$ cat config.mk
export PLATFORM = sky130hd
export DESIGN_NAME = julian_gregorian_date_converter
export DESIGN_NICKNAME = d
export VERILOG_FILES = /design/src/rtl/jgdc_pkg.sv /design/src/rtl/jgdc_stage_ctrl.sv /design/src/rtl/jgdc_day_to_date.sv /design/src/rtl/jgdc_date_to_day.sv /design/src/rtl/julian_gregorian_date_converter.sv
export SDC_FILE = /design/constraint.sdc
export NUM_CORES = 2
export LEC_CHECK = 0
export CELL_PAD_IN_SITES_DETAIL_PLACEMENT = 0
export CELL_PAD_IN_SITES_GLOBAL_PLACEMENT = 1
export CORE_ASPECT_RATIO = 0.75
export CORE_MARGIN = 3
export CORE_UTILIZATION = 40
export CTS_CLUSTER_DIAMETER = 80
export DETAILED_ROUTE_END_ITERATION = 8
export DONT_BUFFER_PORTS = 1
export PLACE_DENSITY = 0.61
export SYNTH_ARGS = -nofsm -noshare
export SYNTH_HDL_FRONTEND = slang
export SYNTH_SLANG_ARGS = --single-unit
$ cat constraint.sdc
create_clock -name clk_i -period 12.6 [get_ports clk_i]
set_input_delay 2.52 -clock clk_i [delete_from_list [all_inputs] [get_ports clk_i]]
set_output_delay 2.52 -clock clk_i [all_outputs]
set_load 0.01 [all_outputs]
$ cat src/rtl/jgdc_pkg.sv
// ----------------------------------------------------------------------------
// Julian day number / Gregorian date converter: shared definitions
// Stage count, range limits, reciprocal constants and the month offset table.
// ----------------------------------------------------------------------------
package jgdc_pkg;

  localparam int NumStages      = 7;
  localparam int DatapathStages = NumStages - 1;

  localparam logic FuncDayToDate = 1'b0;
  localparam logic FuncDateToDay = 1'b1;

  localparam logic [22:0] DayNumberMax = 23'd5373484;
  localparam logic [22:0] GregSwitch   = 23'd2299160;
  localparam logic [13:0] YearMax      = 14'd9999;
  localparam logic [3:0]  MonthMax     = 4'd12;
  localparam logic [23:0] DayNumberBias = 24'd1720997;

  // floor(n / 146097) for n < 2^24
  localparam int          ADivShift = 42;
  localparam logic [24:0] ADivMul   =
    25'(((64'd1 << ADivShift) + 64'd146097 - 64'd1) / 64'd146097);

  // floor(n / 36525) for n < 2^30
  localparam int          DDivShift = 46;
  localparam logic [30:0] DDivMul   =
    31'(((64'd1 << DDivShift) + 64'd36525 - 64'd1) / 64'd36525);

  // floor(y / 100) and floor(y / 400) for y < 2^14
  localparam int          C100Shift = 21;
  localparam logic [14:0] C100Mul   =
    15'(((64'd1 << C100Shift) + 64'd100 - 64'd1) / 64'd100);
  localparam int          C400Shift = 23;
  localparam logic [14:0] C400Mul   =
    15'(((64'd1 << C400Shift) + 64'd400 - 64'd1) / 64'd400);

  // floor(30.6001 * k)
  function automatic logic [8:0] month_offset(input logic [3:0] k);
    logic [8:0] res;
    case (k)
      4'd0:    res = 9'd0;
      4'd1:    res = 9'd30;
      4'd2:    res = 9'd61;
      4'd3:    res = 9'd91;
      4'd4:    res = 9'd122;
      4'd5:    res = 9'd153;
      4'd6:    res = 9'd183;
      4'd7:    res = 9'd214;
      4'd8:    res = 9'd244;
      4'd9:    res = 9'd275;
      4'd10:   res = 9'd306;
      4'd11:   res = 9'd336;
      4'd12:   res = 9'd367;
      4'd13:   res = 9'd397;
      4'd14:   res = 9'd428;
      4'd15:   res = 9'd459;
      default: res = 9'd0;
    endcase
    return res;
  endfunction

endpackage

$ cat src/rtl/jgdc_stage_ctrl.sv
// ----------------------------------------------------------------------------
// Pipeline stage control
// Per-stage valid bits with a ready chain; bubbles collapse under a stall.
// ----------------------------------------------------------------------------
module jgdc_stage_ctrl import jgdc_pkg::*; (
  input  logic                 clk_i,
  input  logic                 rst_ni,
  input  logic                 in_valid_i,
  output logic                 in_ready_o,
  input  logic                 out_ready_i,
  output logic                 out_valid_o,
  output logic [NumStages-1:0] stage_en_o,
  output logic [NumStages-1:0] stage_valid_o
);

  logic [NumStages-1:0] valid_q, valid_d;
  logic [NumStages-1:0] stage_ready;

  always_comb begin
    stage_ready[NumStages-1] = !valid_q[NumStages-1] || out_ready_i;
    for (int k = NumStages - 2; k >= 0; k--) begin
      stage_ready[k] = !valid_q[k] || stage_ready[k+1];
    end
  end

  always_comb begin
    valid_d[0] = stage_ready[0] ? in_valid_i : valid_q[0];
    for (int k = 1; k < NumStages; k++) begin
      valid_d[k] = stage_ready[k] ? valid_q[k-1] : valid_q[k];
    end
  end

  always_ff @(posedge clk_i or negedge rst_ni) begin
    if (!rst_ni) begin
      valid_q <= '0;
    end else begin
      valid_q <= valid_d;
    end
  end

  assign in_ready_o    = stage_ready[0];
  assign out_valid_o   = valid_q[NumStages-1];
  assign stage_en_o    = stage_ready;
  assign stage_valid_o = valid_q;

endmodule

$ cat src/rtl/jgdc_day_to_date.sv
// ----------------------------------------------------------------------------
// Day number to date datapath
// Gregorian correction, year and month split by reciprocal multiplies.
// ----------------------------------------------------------------------------
module jgdc_day_to_date import jgdc_pkg::*; (
  input  logic                      clk_i,
  input  logic [DatapathStages-1:0] stage_en_i,
  input  logic [22:0]               day_number_i,
  output logic                      err_o,
  output logic [13:0]               d_o,
  output logic [8:0]                x_o,
  output logic [3:0]                g_o
);

  // stage 0
  logic [24:0] i_x4;
  logic [24:0] n1_full;
  logic [22:0] s0_i_q;
  logic        s0_greg_q, s0_err_q;
  logic [23:0] s0_n1_q;

  // stage 1
  logic [48:0] a_prod;
  logic [22:0] s1_i_q;
  logic        s1_greg_q, s1_err_q;
  logic [6:0]  s1_a_q;

  // stage 2
  logic [23:0] b_sum, b_sel, c_full;
  logic [29:0] n2;
  logic [22:0] s2_c_q;
  logic [29:0] s2_n2_q;
  logic        s2_err_q;

  // stage 3
  logic [60:0] d_prod;
  logic [22:0] s3_c_q;
  logic [13:0] s3_d_q;
  logic        s3_err_q;

  // stage 4
  logic [24:0] e_prod;
  logic [22:0] x_full;
  logic [13:0] s4_d_q;
  logic [8:0]  s4_x_q;
  logic        s4_err_q;

  // stage 5
  logic [3:0]  g;
  logic [13:0] s5_d_q;
  logic [8:0]  s5_x_q;
  logic [3:0]  s5_g_q;
  logic        s5_err_q;

  assign i_x4    = {day_number_i, 2'b00};
  assign n1_full = i_x4 - 25'd7468865;

  always_ff @(posedge clk_i) begin
    if (stage_en_i[0]) begin
      s0_i_q    <= day_number_i;
      s0_greg_q <= day_number_i > GregSwitch;
      s0_err_q  <= day_number_i > DayNumberMax;
      s0_n1_q   <= n1_full[23:0];
    end
  end

  assign a_prod = 49'(s0_n1_q) * 49'(ADivMul);

  always_ff @(posedge clk_i) begin
    if (stage_en_i[1]) begin
      s1_i_q    <= s0_i_q;
      s1_greg_q <= s0_greg_q;
      s1_err_q  <= s0_err_q;
      s1_a_q    <= a_prod[ADivShift+6:ADivShift];
    end
  end

  assign b_sum  = {1'b0, s1_i_q} + 24'd1 + {17'b0, s1_a_q} - {19'b0, s1_a_q[6:2]};
  assign b_sel  = s1_greg_q ? b_sum : {1'b0, s1_i_q};
  assign c_full = b_sel + 24'd1524;
  assign n2     = 30'(c_full) * 30'd100 - 30'd12210;

  always_ff @(posedge clk_i) begin
    if (stage_en_i[2]) begin
      s2_c_q   <= c_full[22:0];
      s2_n2_q  <= n2;
      s2_err_q <= s1_err_q;
    end
  end

  assign d_prod = 61'(s2_n2_q) * 61'(DDivMul);

  always_ff @(posedge clk_i) begin
    if (stage_en_i[3]) begin
      s3_c_q   <= s2_c_q;
      s3_d_q   <= d_prod[DDivShift+13:DDivShift];
      s3_err_q <= s2_err_q;
    end
  end

  assign e_prod = 25'(s3_d_q) * 25'd1461;
  assign x_full = s3_c_q - e_prod[24:2];

  always_ff @(posedge clk_i) begin
    if (stage_en_i[4]) begin
      s4_d_q   <= s3_d_q;
      s4_x_q   <= x_full[8:0];
      s4_err_q <= s3_err_q;
    end
  end

  // month index: highest k with x above floor(30.6001 * k)
  always_comb begin
    g = '0;
    for (int k = 1; k < 16; k++) begin
      if (s4_x_q > month_offset(4'(k))) begin
        g = 4'(k);
      end
    end
  end

  always_ff @(posedge clk_i) begin
    if (stage_en_i[5]) begin
      s5_d_q   <= s4_d_q;
      s5_x_q   <= s4_x_q;
      s5_g_q   <= g;
      s5_err_q <= s4_err_q;
    end
  end

  assign err_o = s5_err_q;
  assign d_o   = s5_d_q;
  assign x_o   = s5_x_q;
  assign g_o   = s5_g_q;

endmodule

$ cat src/rtl/jgdc_date_to_day.sv
// ----------------------------------------------------------------------------
// Date to day number datapath
// Range check, January/February fold, century term and day number sum.
// ----------------------------------------------------------------------------
module jgdc_date_to_day import jgdc_pkg::*; (
  input  logic                      clk_i,
  input  logic [DatapathStages-1:0] stage_en_i,
  input  logic [13:0]               year_i,
  input  logic [3:0]                month_i,
  input  logic [4:0]                day_i,
  output logic                      err_o,
  output logic [22:0]               day_number_o
);

  logic        jan_feb, in_err;
  logic [3:0]  month_adj;

  logic [13:0] s0_y_q;
  logic [8:0]  s0_off_q;
  logic [4:0]  s0_day_q;
  logic        s0_err_q;

  logic [28:0] p100, p400;
  logic [24:0] p1461;
  logic [6:0]  s1_q100_q;
  logic [4:0]  s1_q400_q;
  logic [21:0] s1_y1461_q;
  logic [8:0]  s1_off_q;
  logic [4:0]  s1_day_q;
  logic        s1_err_q;

  logic [23:0] sum;

  logic [22:0] r_q   [2:DatapathStages-1];
  logic        err_q [2:DatapathStages-1];

  assign jan_feb   = (month_i == 4'd1) || (month_i == 4'd2);
  assign in_err    = (year_i == '0) || (year_i > YearMax) || (month_i == '0) ||
                     (month_i > MonthMax) || (day_i == '0);
  assign month_adj = jan_feb ? month_i + 4'd13 : month_i + 4'd1;

  always_ff @(posedge clk_i) begin
    if (stage_en_i[0]) begin
      s0_y_q   <= year_i - 14'(jan_feb);
      s0_off_q <= month_offset(month_adj);
      s0_day_q <= day_i;
      s0_err_q <= in_err;
    end
  end

  assign p100  = 29'(s0_y_q) * 29'(C100Mul);
  assign p400  = 29'(s0_y_q) * 29'(C400Mul);
  assign p1461 = 25'(s0_y_q) * 25'd1461;

  always_ff @(posedge clk_i) begin
    if (stage_en_i[1]) begin
      s1_q100_q  <= p100[C100Shift+6:C100Shift];
      s1_q400_q  <= p400[C400Shift+4:C400Shift];
      s1_y1461_q <= p1461[23:2];
      s1_off_q   <= s0_off_q;
      s1_day_q   <= s0_day_q;
      s1_err_q   <= s0_err_q;
    end
  end

  assign sum = DayNumberBias + 24'(s1_y1461_q) + 24'(s1_off_q) + 24'(s1_day_q) +
               24'(s1_q400_q) - 24'(s1_q100_q);

  always_ff @(posedge clk_i) begin
    if (stage_en_i[2]) begin
      r_q[2]   <= sum[22:0];
      err_q[2] <= s1_err_q || (sum > 24'(DayNumberMax));
    end
    for (int k = 3; k < DatapathStages; k++) begin
      if (stage_en_i[k]) begin
        r_q[k]   <= r_q[k-1];
        err_q[k] <= err_q[k-1];
      end
    end
  end

  assign err_o        = err_q[DatapathStages-1];
  assign day_number_o = r_q[DatapathStages-1];

endmodule

$ cat src/rtl/julian_gregorian_date_converter.sv
// ----------------------------------------------------------------------------
// Julian day number / Gregorian date converter
// Day number to Gregorian date, or date to day number, chosen per item.
// ----------------------------------------------------------------------------
// Input channel in_valid_i/in_ready_o carries func_i and the fields of one
// direction; output channel out_valid_o/out_ready_i returns year, month and
// day (func 0) or the day number (func 1), the other direction's fields at
// zero. range_error_o flags an input or result outside its range, all other
// fields then zero.
// The pipeline has seven register stages: six stages cover the datapaths,
// one holds the output.
// Throughput is one transfer per cycle while in_ready_o is high.
// Each stage carries a valid bit. When the receiver stalls, the stages fill
// from the output backwards; in_ready_o drops only once all seven hold an
// item, so nothing is dropped or repeated.
// Reset clears the valid bits; the pipeline comes out empty.
// ----------------------------------------------------------------------------
module julian_gregorian_date_converter import jgdc_pkg::*; (
  input  logic               clk_i,
  input  logic               rst_ni,
  input  logic               in_valid_i,
  output logic               in_ready_o,
  input  logic               func_i,
  input  logic [22:0]        day_number_in_i,
  input  logic [13:0]        year_in_i,
  input  logic [3:0]         month_in_i,
  input  logic [4:0]         day_in_i,
  output logic               out_valid_o,
  input  logic               out_ready_i,
  output logic signed [14:0] year_out_o,
  output logic [3:0]         month_out_o,
  output logic [4:0]         day_out_o,
  output logic [22:0]        day_number_out_o,
  output logic               range_error_o
);

  logic [NumStages-1:0] stage_en, stage_valid;

  logic        dd_err;
  logic [13:0] dd_d;
  logic [8:0]  dd_x;
  logic [3:0]  dd_g;
  logic        dn_err;
  logic [22:0] dn_r;

  logic func_q [DatapathStages];

  logic [8:0]         dy_full;
  logic [3:0]         mo;
  logic signed [14:0] yr;

  logic signed [14:0] year_d, year_q;
  logic [3:0]         month_d, month_q;
  logic [4:0]         day_d, day_q;
  logic [22:0]        dnum_d, dnum_q;
  logic               rerr_d, rerr_q;

  jgdc_stage_ctrl u_ctrl (
    .clk_i        (clk_i),
    .rst_ni       (rst_ni),
    .in_valid_i   (in_valid_i),
    .in_ready_o   (in_ready_o),
    .out_ready_i  (out_ready_i),
    .out_valid_o  (out_valid_o),
    .stage_en_o   (stage_en),
    .stage_valid_o(stage_valid)
  );

  jgdc_day_to_date u_day_to_date (
    .clk_i       (clk_i),
    .stage_en_i  (stage_en[DatapathStages-1:0]),
    .day_number_i(day_number_in_i),
    .err_o       (dd_err),
    .d_o         (dd_d),
    .x_o         (dd_x),
    .g_o         (dd_g)
  );

  jgdc_date_to_day u_date_to_day (
    .clk_i       (clk_i),
    .stage_en_i  (stage_en[DatapathStages-1:0]),
    .year_i      (year_in_i),
    .month_i     (month_in_i),
    .day_i       (day_in_i),
    .err_o       (dn_err),
    .day_number_o(dn_r)
  );

  always_ff @(posedge clk_i) begin
    if (stage_en[0]) begin
      func_q[0] <= func_i;
    end
    for (int k = 1; k < DatapathStages; k++) begin
      if (stage_en[k]) begin
        func_q[k] <= func_q[k-1];
      end
    end
  end

  assign dy_full = dd_x - month_offset(dd_g);
  assign mo      = (dd_g < 4'd14) ? dd_g - 4'd1 : dd_g - 4'd13;
  assign yr      = (mo > 4'd2) ? $signed({1'b0, dd_d}) - 15'sd4716
                               : $signed({1'b0, dd_d}) - 15'sd4715;

  always_comb begin
    year_d  = '0;
    month_d = '0;
    day_d   = '0;
    dnum_d  = '0;
    rerr_d  = 1'b0;
    case (func_q[DatapathStages-1])
      FuncDayToDate: begin
        if (dd_err) begin
          rerr_d = 1'b1;
        end else begin
          year_d  = yr;
          month_d = mo;
          day_d   = dy_full[4:0];
        end
      end
      FuncDateToDay: begin
        if (dn_err) begin
          rerr_d = 1'b1;
        end else begin
          dnum_d = dn_r;
        end
      end
      default: begin
        rerr_d = 1'b1;
      end
    endcase
  end

  always_ff @(posedge clk_i) begin
    if (stage_en[NumStages-1]) begin
      year_q  <= year_d;
      month_q <= month_d;
      day_q   <= day_d;
      dnum_q  <= dnum_d;
      rerr_q  <= rerr_d;
    end
  end

  assign year_out_o       = year_q;
  assign month_out_o      = month_q;
  assign day_out_o        = day_q;
  assign day_number_out_o = dnum_q;
  assign range_error_o    = rerr_q;

  assert property (@(posedge clk_i) disable iff (!rst_ni)
    out_valid_o && range_error_o |->
      year_out_o == '0 && month_out_o == '0 && day_out_o == '0 &&
      day_number_out_o == '0)
    else $error("range error result carries non-zero fields");

  assert property (@(posedge clk_i) disable iff (!rst_ni)
    out_valid_o && !range_error_o |->
      (day_number_out_o != '0) != (month_out_o != '0))
    else $error("result populates both or neither direction");

  assert property (@(posedge clk_i) disable iff (!rst_ni)
    !in_ready_o |-> stage_valid == {NumStages{1'b1}} && !out_ready_i)
    else $error("input stalled while a stage is free");

endmodule
Word level (Yosys, flattened, before mapping):

Memory sizes are Yosys's and may differ from the RTL's. A register that Yosys moved wholly into a read port is not among the register bits.
Cells that the tools add are included.

* memories: 5
* bits in read-only memories: 288
* bits of input ports: 51
* output and inout port bits: 50
* word-level logic and storage cells: 161
* RAM bits: 102
* register bits: 294

* muxes and demuxes: 33
* $mul: 6
* equality and inequality tests: 2
* add/subtract/negate cells: 20
* reductions and logical operators: 28
* bitwise operators: 1
* order comparisons: 22

Memories
* (no name shown): depth 16, bits a word 9, rd ports 1, clocked after memory_dff 0, wr ports 0, RTL line jgdc_pkg.sv:40 `case (k)`
* (no name shown): depth 16, bits a word 9, rd ports 1, clocked after memory_dff 1, wr ports 0, RTL line jgdc_pkg.sv:40
* u_date_to_day.r_q: depth 4, bits a word 23, rd ports 4, clocked after memory_dff 1, wr ports 4, RTL line jgdc_date_to_day.sv:34 `logic [22:0] r_q [2:DatapathStages-1];`
* func_q: depth 6, bits a word 1, rd ports 6, clocked after memory_dff 0, wr ports 6, RTL line julian_gregorian_date_converter.sv:46 `logic func_q [DatapathStages];`
* u_date_to_day.err_q: depth 4, bits a word 1, rd ports 4, clocked after memory_dff 0, wr ports 4, RTL line jgdc_date_to_day.sv:35 `logic err_q [2:DatapathStages-1];`

Operators by type and width (count)
* 9-bit greater-than comparator (second input constant): 7
* 30-bit by 31-bit multiplier with 60-bit output (second input constant): 1
* 24-bit by 5-bit adder with 24-bit output: 2
* 24-bit by 24-bit multiplier with 48-bit output (second input constant): 1
* 9-bit by 8-bit greater-than comparator with 1-bit output (second input constant): 4
* 14-bit by 13-bit subtractor with 15-bit output (second input constant): 2
* 30-bit by 14-bit subtractor with 30-bit output (second input constant): 1
* 24-bit by 5-bit multiplier with 28-bit output (second input constant): 1
* 14-bit by 13-bit multiplier with 26-bit output (second input constant): 1
* 23-bit by 1-bit adder with 24-bit output (second input constant): 1
* 24-bit by 11-bit adder with 24-bit output (second input constant): 1
* 24-bit by 7-bit adder with 24-bit output: 1
* 24-bit by 9-bit adder with 24-bit output: 1
* 24-bit by 23-bit greater-than comparator with 1-bit output (second input constant): 1
* 14-bit by 11-bit multiplier with 24-bit output (second input constant): 1
* 24-bit two-way mux: 1
* 3-bit two-way mux: 8
* 24-bit by 23-bit subtractor with 24-bit output (second input constant): 1
* 24-bit by 5-bit subtractor with 24-bit output: 1
* 24-bit by 7-bit subtractor with 24-bit output: 1
* 21-bit by 22-bit adder with 23-bit output (first input constant): 1
* 23-bit by 22-bit greater-than comparator with 1-bit output (second input constant): 1
* 23-bit greater-than comparator (second input constant): 1
* 9-bit by 7-bit greater-than comparator with 1-bit output (second input constant): 2
* 30 further kinds: 69

Logic depth before layout (Yosys ltp):

* word-level depth: 15
* mapped depth: 31
* mapped depth without buffers: 31

Modules after synthesis:

A second synthesis with hierarchy kept.

* cells, all modules: 4747
* area total of the unflattened synthesis: 53222.3 µm²

Modules (own cells, without submodules)
* jgdc_day_to_date: cells each 3359, instances 1, area each 36490.0 µm², sequential area each 5795.6 µm²
* jgdc_date_to_day: cells each 1125, instances 1, area each 13579.3 µm², sequential area each 5074.9 µm²
* julian_gregorian_date_converter: cells each 236, instances 1, area each 2841.5 µm², sequential area each 1621.6 µm²
* jgdc_stage_ctrl: cells each 27, instances 1, area each 311.5 µm², sequential area each 175.2 µm²

Worst setup path before layout:

Ideal clock, no wire load.

* path type: input-to-output
* from: in out_ready_i
* to: out in_ready_o
* data arrival time: 6.834 ns
* stages: 4
* path slack: 3.246 ns
* path buffers: 0
* required time: 10.080 ns
* cell sequence: nor2b_1 > nand3_1 > nor2_1 > nand4_1

* longest elaborated chain between the ends: 7

Ends and longest elaborated chain
* from (decl): RTL line julian_gregorian_date_converter.sv:29 `input logic out_ready_i,`
* 1-bit logical OR: RTL line jgdc_stage_ctrl.sv:20 `stage_ready[NumStages-1] = !valid_q[NumStages-1] || out_ready_i;`
* 1-bit logical OR (2 in series): RTL line jgdc_stage_ctrl.sv:22 `stage_ready[k] = !valid_q[k] || stage_ready[k+1];`
* named net stage_en[4]: RTL line julian_gregorian_date_converter.sv:37 `logic [NumStages-1:0] stage_en, stage_valid;`
* 1-bit logical OR (4 in series): RTL line jgdc_stage_ctrl.sv:22
* to (decl): RTL line julian_gregorian_date_converter.sv:22 `output logic in_ready_o,`

The timed path passes the listed nets, and every way through them passes these cells.

Final worst setup path:

* from: reg u_day_to_date.s2_n2_q[10]
* to: reg u_day_to_date.s3_d_q[12] (data pin)

* longest elaborated chain between the ends: 1

Ends and longest elaborated chain
* from (decl): RTL line jgdc_day_to_date.sv:32 `logic [29:0] s2_n2_q;`
* from (signal assigned): RTL line jgdc_day_to_date.sv:86 `s2_n2_q <= n2;`
* 30-bit by 31-bit multiplier with 60-bit output: RTL line jgdc_day_to_date.sv:91 `assign d_prod = 61'(s2_n2_q) * 61'(DDivMul);`
* named net u_day_to_date.d_prod[58]: RTL line jgdc_day_to_date.sv:36 `logic [60:0] d_prod;`
* to (signal assigned): RTL line jgdc_day_to_date.sv:96 `s3_d_q <= d_prod[DDivShift+13:DDivShift];`
* to (decl): RTL line jgdc_day_to_date.sv:38 `logic [13:0] s3_d_q;`

The timed path passes the listed nets, and every way through them passes these cells.
A chain may end at the register's enable or synchronous reset.

==> impl_results.md <==
- Status: complete, no violations
- Remaining Overflow, GRT: 0
- RSZ-0062 raised after global routing: false
- Largest net degree at the start of global routing: 64
- Routability Congestion: 0.914
- Worst hold path class: reg -> reg
- Top FF cell, synth: edfxtp_1
- Mapped cell area: 52,000 um^2
- Core ar.: 128,000 um^2
- Initial Util: 0.407
- Slew @ Worst Pin: 1.04 ns
- Post-CTS Setup Repair Bufs: 0
- Max FO, Critical Path: 8
- Final wirelength: 126 mm
- Initial DRC count: 1,868
- Post-synth EDFFs: 412
- Drt first pass iters: 5
- Max Root-Sink Buffers: 3
- Critical Path Slowest Stage Cell: o31ai_1
- Reg2reg setup slack: 4.26 ns
- FMAX: 120 MHz
- Vias: 31,300
- Startpoint Class: flip-flop
- Initial antenna violation count: 11
- Worst setup path class: reg -> reg
- Reg clk slew, reported paths: 0.07 ns
- I/O Buffers: 0
- Met2 Wirelength: 50.9 mm
- Antenna viol nets, final: 0
- Ports: 101
- Placed cell areas: 54,100 um^2
- Max-Cap Viols: 0
- Highest Signal Layer: met5
- WP buf/inv: 6
- Setup-failing EPs final: 0
- Num CTS Buffers: 47
- Mean Syn Cell Area: 11.5 um^2
- Cell Rows: 113
- Layout cell share with drive strength beyond 1: 0.0311
- Hold-fix buffers, CTS: 0
- First-pass GRT wire length: 201 mm
- Period Utilization, post-route: 0.662
- Register bit count reported by yosys: 419
- Cell mode on critical path: fa_1
- Yosys Warn Count: 0
- Routed wire length per instance: 20.0 um
- FILL cells: 12,300
- Sequential-to-total area share from yosys stat: 0.241
- Fin. Hold Viols: 0
- Final setup skew: 0.0314 ns
- Fin area: 55,700 um^2
- Remaining DRCs: 0
- Vias per cell: 4.94
- Worst setup EP type: flip-flop
- Fin nets: 6,280
- CP arrival: 8.73 ns
- Die Ht: 318 um
- Max_slew headroom: 0.303
- Setup TNS: 0 ns
- Die area: 134,000 um^2
- Worst path max stage delay: 0.81 ns
- CTS tree: built
- Vias in the first global route: 33,400
- Post_cts resized: 0
- Die W: 422 um
- Syn nets: 6,255
- Post-synth ARST share: 0.0167
- Skew-Pair Late Insertion Delay: 0.63 ns
- Tmin final: 8.34 ns
- Htree depth: 2
- Data required, critical path: 12.99 ns
- Post-DP HPWL: 109 mm
- WL met3: 8.14 mm
- Post-synthesis cell type count: 102
- Gr usage total: 0.196
- Met1 wire length: 65.2 mm
- Clock root cell: clkbuf_16
- Synth Instances: 4,540
- Final Slew Violations: 0
- Synthesis-to-layout area growth: 7.16%
- Worst path top cell family by delay: adder cells
- Clock Sink Count: 419
## area by class of cell
cell class	count	area [um^2]	share of cell area
multi-input combinational	3034	35400	0.635
sequential	419	12500	0.225
inverter	1052	3950	0.0709
tap	1725	2160	0.0387
clock buffer	52	1190	0.0214
clock inverter	35	405	0.00728
timing repair buffer	11	82.6	0.00148
antenna	1	2.50	0.0000449
## Yosys cell counts (all sizes together), types with 5 or more instances
cell,instances,area share
a2111oi,10,0.0022
a211oi,12,0.0017
a21boi,10,0.0015
a21o,68,0.0098
a21oi,130,0.013
a221oi,5,0.00096
a31oi,26,0.0034
and2,35,0.0042
and3,18,0.0022
and4,8,0.0014
buf,11,0.0010
clkbuf,24,0.0017
dfrtp,7,0.0034
edfxtp,412,0.24
fa,739,0.28
ha,925,0.22
inv,1052,0.076
mux2i,11,0.0021
nand2,118,0.0085
nand2b,25,0.0030
nand3,45,0.0044
nand3b,5,0.00072
nand4,26,0.0031
nand4b,7,0.0015
nor2,147,0.011
nor2b,28,0.0034
nor3,46,0.0046
nor3b,9,0.0017
nor4,11,0.0013
o2111a,5,0.0011
o2111ai,9,0.0015
o211a,6,0.0012
o211ai,16,0.0023
o21a,35,0.0052
o21ai,92,0.0092
o21bai,24,0.0035
o22ai,7,0.00084
o31ai,11,0.0017
o41ai,8,0.0016
or2,17,0.0021
or3,14,0.0017
or4,8,0.0012
xnor2,168,0.028
xor2,86,0.014
## registers in the layout, summed over array words and instances, names as in the netlist, 9 cells and up
name,cells
u_date_to_day.s1_y1461_q,22
u_day_to_date.s0_i_q,23
u_date_to_day.s1_off_q,9
u_day_to_date.s2_c_q,9
u_day_to_date.s2_n2_q,28
year_out_o,15
u_day_to_date.d_o,14
day_number_out_o,23
u_day_to_date.s4_x_q,9
u_day_to_date.s1_i_q,23
u_day_to_date.s3_d_q,14
u_day_to_date.s3_c_q,9
u_date_to_day.s0_y_q,14
u_day_to_date.s0_n1_q,22
u_date_to_day.s0_off_q,9
u_day_to_date.s4_d_q,14
u_date_to_day.r_q,92
## metrics by stage
| stage | hold WS [ns] | instances | util | worst slack, ns |
|---|---|---|---|---|
| 6_report | 0.395 | 6329 | 0.436 | 4.26 |
| 5_1_grt | 0.407 | 6328 | 0.436 | 3.73 |
| 3_3_place_gp | 0.401 | 6241 | 0.423 | 4.29 |
| 4_1_cts | 0.392 | 6328 | 0.436 | 4.15 |
| 2_1_floorplan | 0.400 | 4540 | - | 3.25 |
| 3_5_place_dp | 0.405 | 6241 | 0.423 | 4.18 |
## cell usage in the layout, fill, tap and decap left out, types with 16 or more instances in the layout
cell       Yosys  routed
nor2_1       147     147
a21o_1        68      68
o21a_1        34      34
ha_1         925     925
nand4_1       26      26
xor2_1        86      86
a31oi_1       24      24
and2_1        34      34
a21oi_1      128     128
and3_1        18      18
o211ai_1      16      16
nor2b_1       27      27
o21bai_1      24      24
inv_1       1052    1050
nand3_1       44      42
o21ai_0       81      81
nor3_1        45      45
nand2b_1      25      25
xnor2_1      168     168
fa_1         739     739
or2_2         16      16
edfxtp_1     412     412
clkbuf_16      0      47
nand2_1      118     116
## cell families after synthesis
family                     synth area share
DFF                                   0.241
muxes                               0.00212
adders and majority gates             0.507
xor gates and xnor gates             0.0432
AOI/OAI and AO/OA                    0.0698
buffers and inverters                0.0787
and+or+nand+nor                      0.0577
## final timing paths
kind	from	depth (start not counted)	end
setup / recovery	u_day_to_date.s2_n2_q[10]	25	u_day_to_date.s3_d_q[12]
hold / removal	u_date_to_day.s0_off_q[6]	0	u_date_to_day.s1_off_q[6]
setup reg to reg	u_day_to_date.s2_n2_q[10]	25	u_day_to_date.s3_d_q[12]
hold reg to reg	u_date_to_day.s0_off_q[6]	0	u_date_to_day.s1_off_q[6]
max in group asynchronous	rst_ni	0	u_ctrl.stage_valid_o[5]
min in group asynchronous	rst_ni	0	u_ctrl.stage_valid_o[2]
## routing by layer
layer  global-route usage  vias up
li1                     -    15100
met1                0.305    15500
met2                0.275      590
met3               0.0491      112
met5                    0        -
met4               0.0330        6
Power is left out: the tool's default activity adds up to more than one toggle a clock period on the data nets, which glitch-free logic cannot reach.
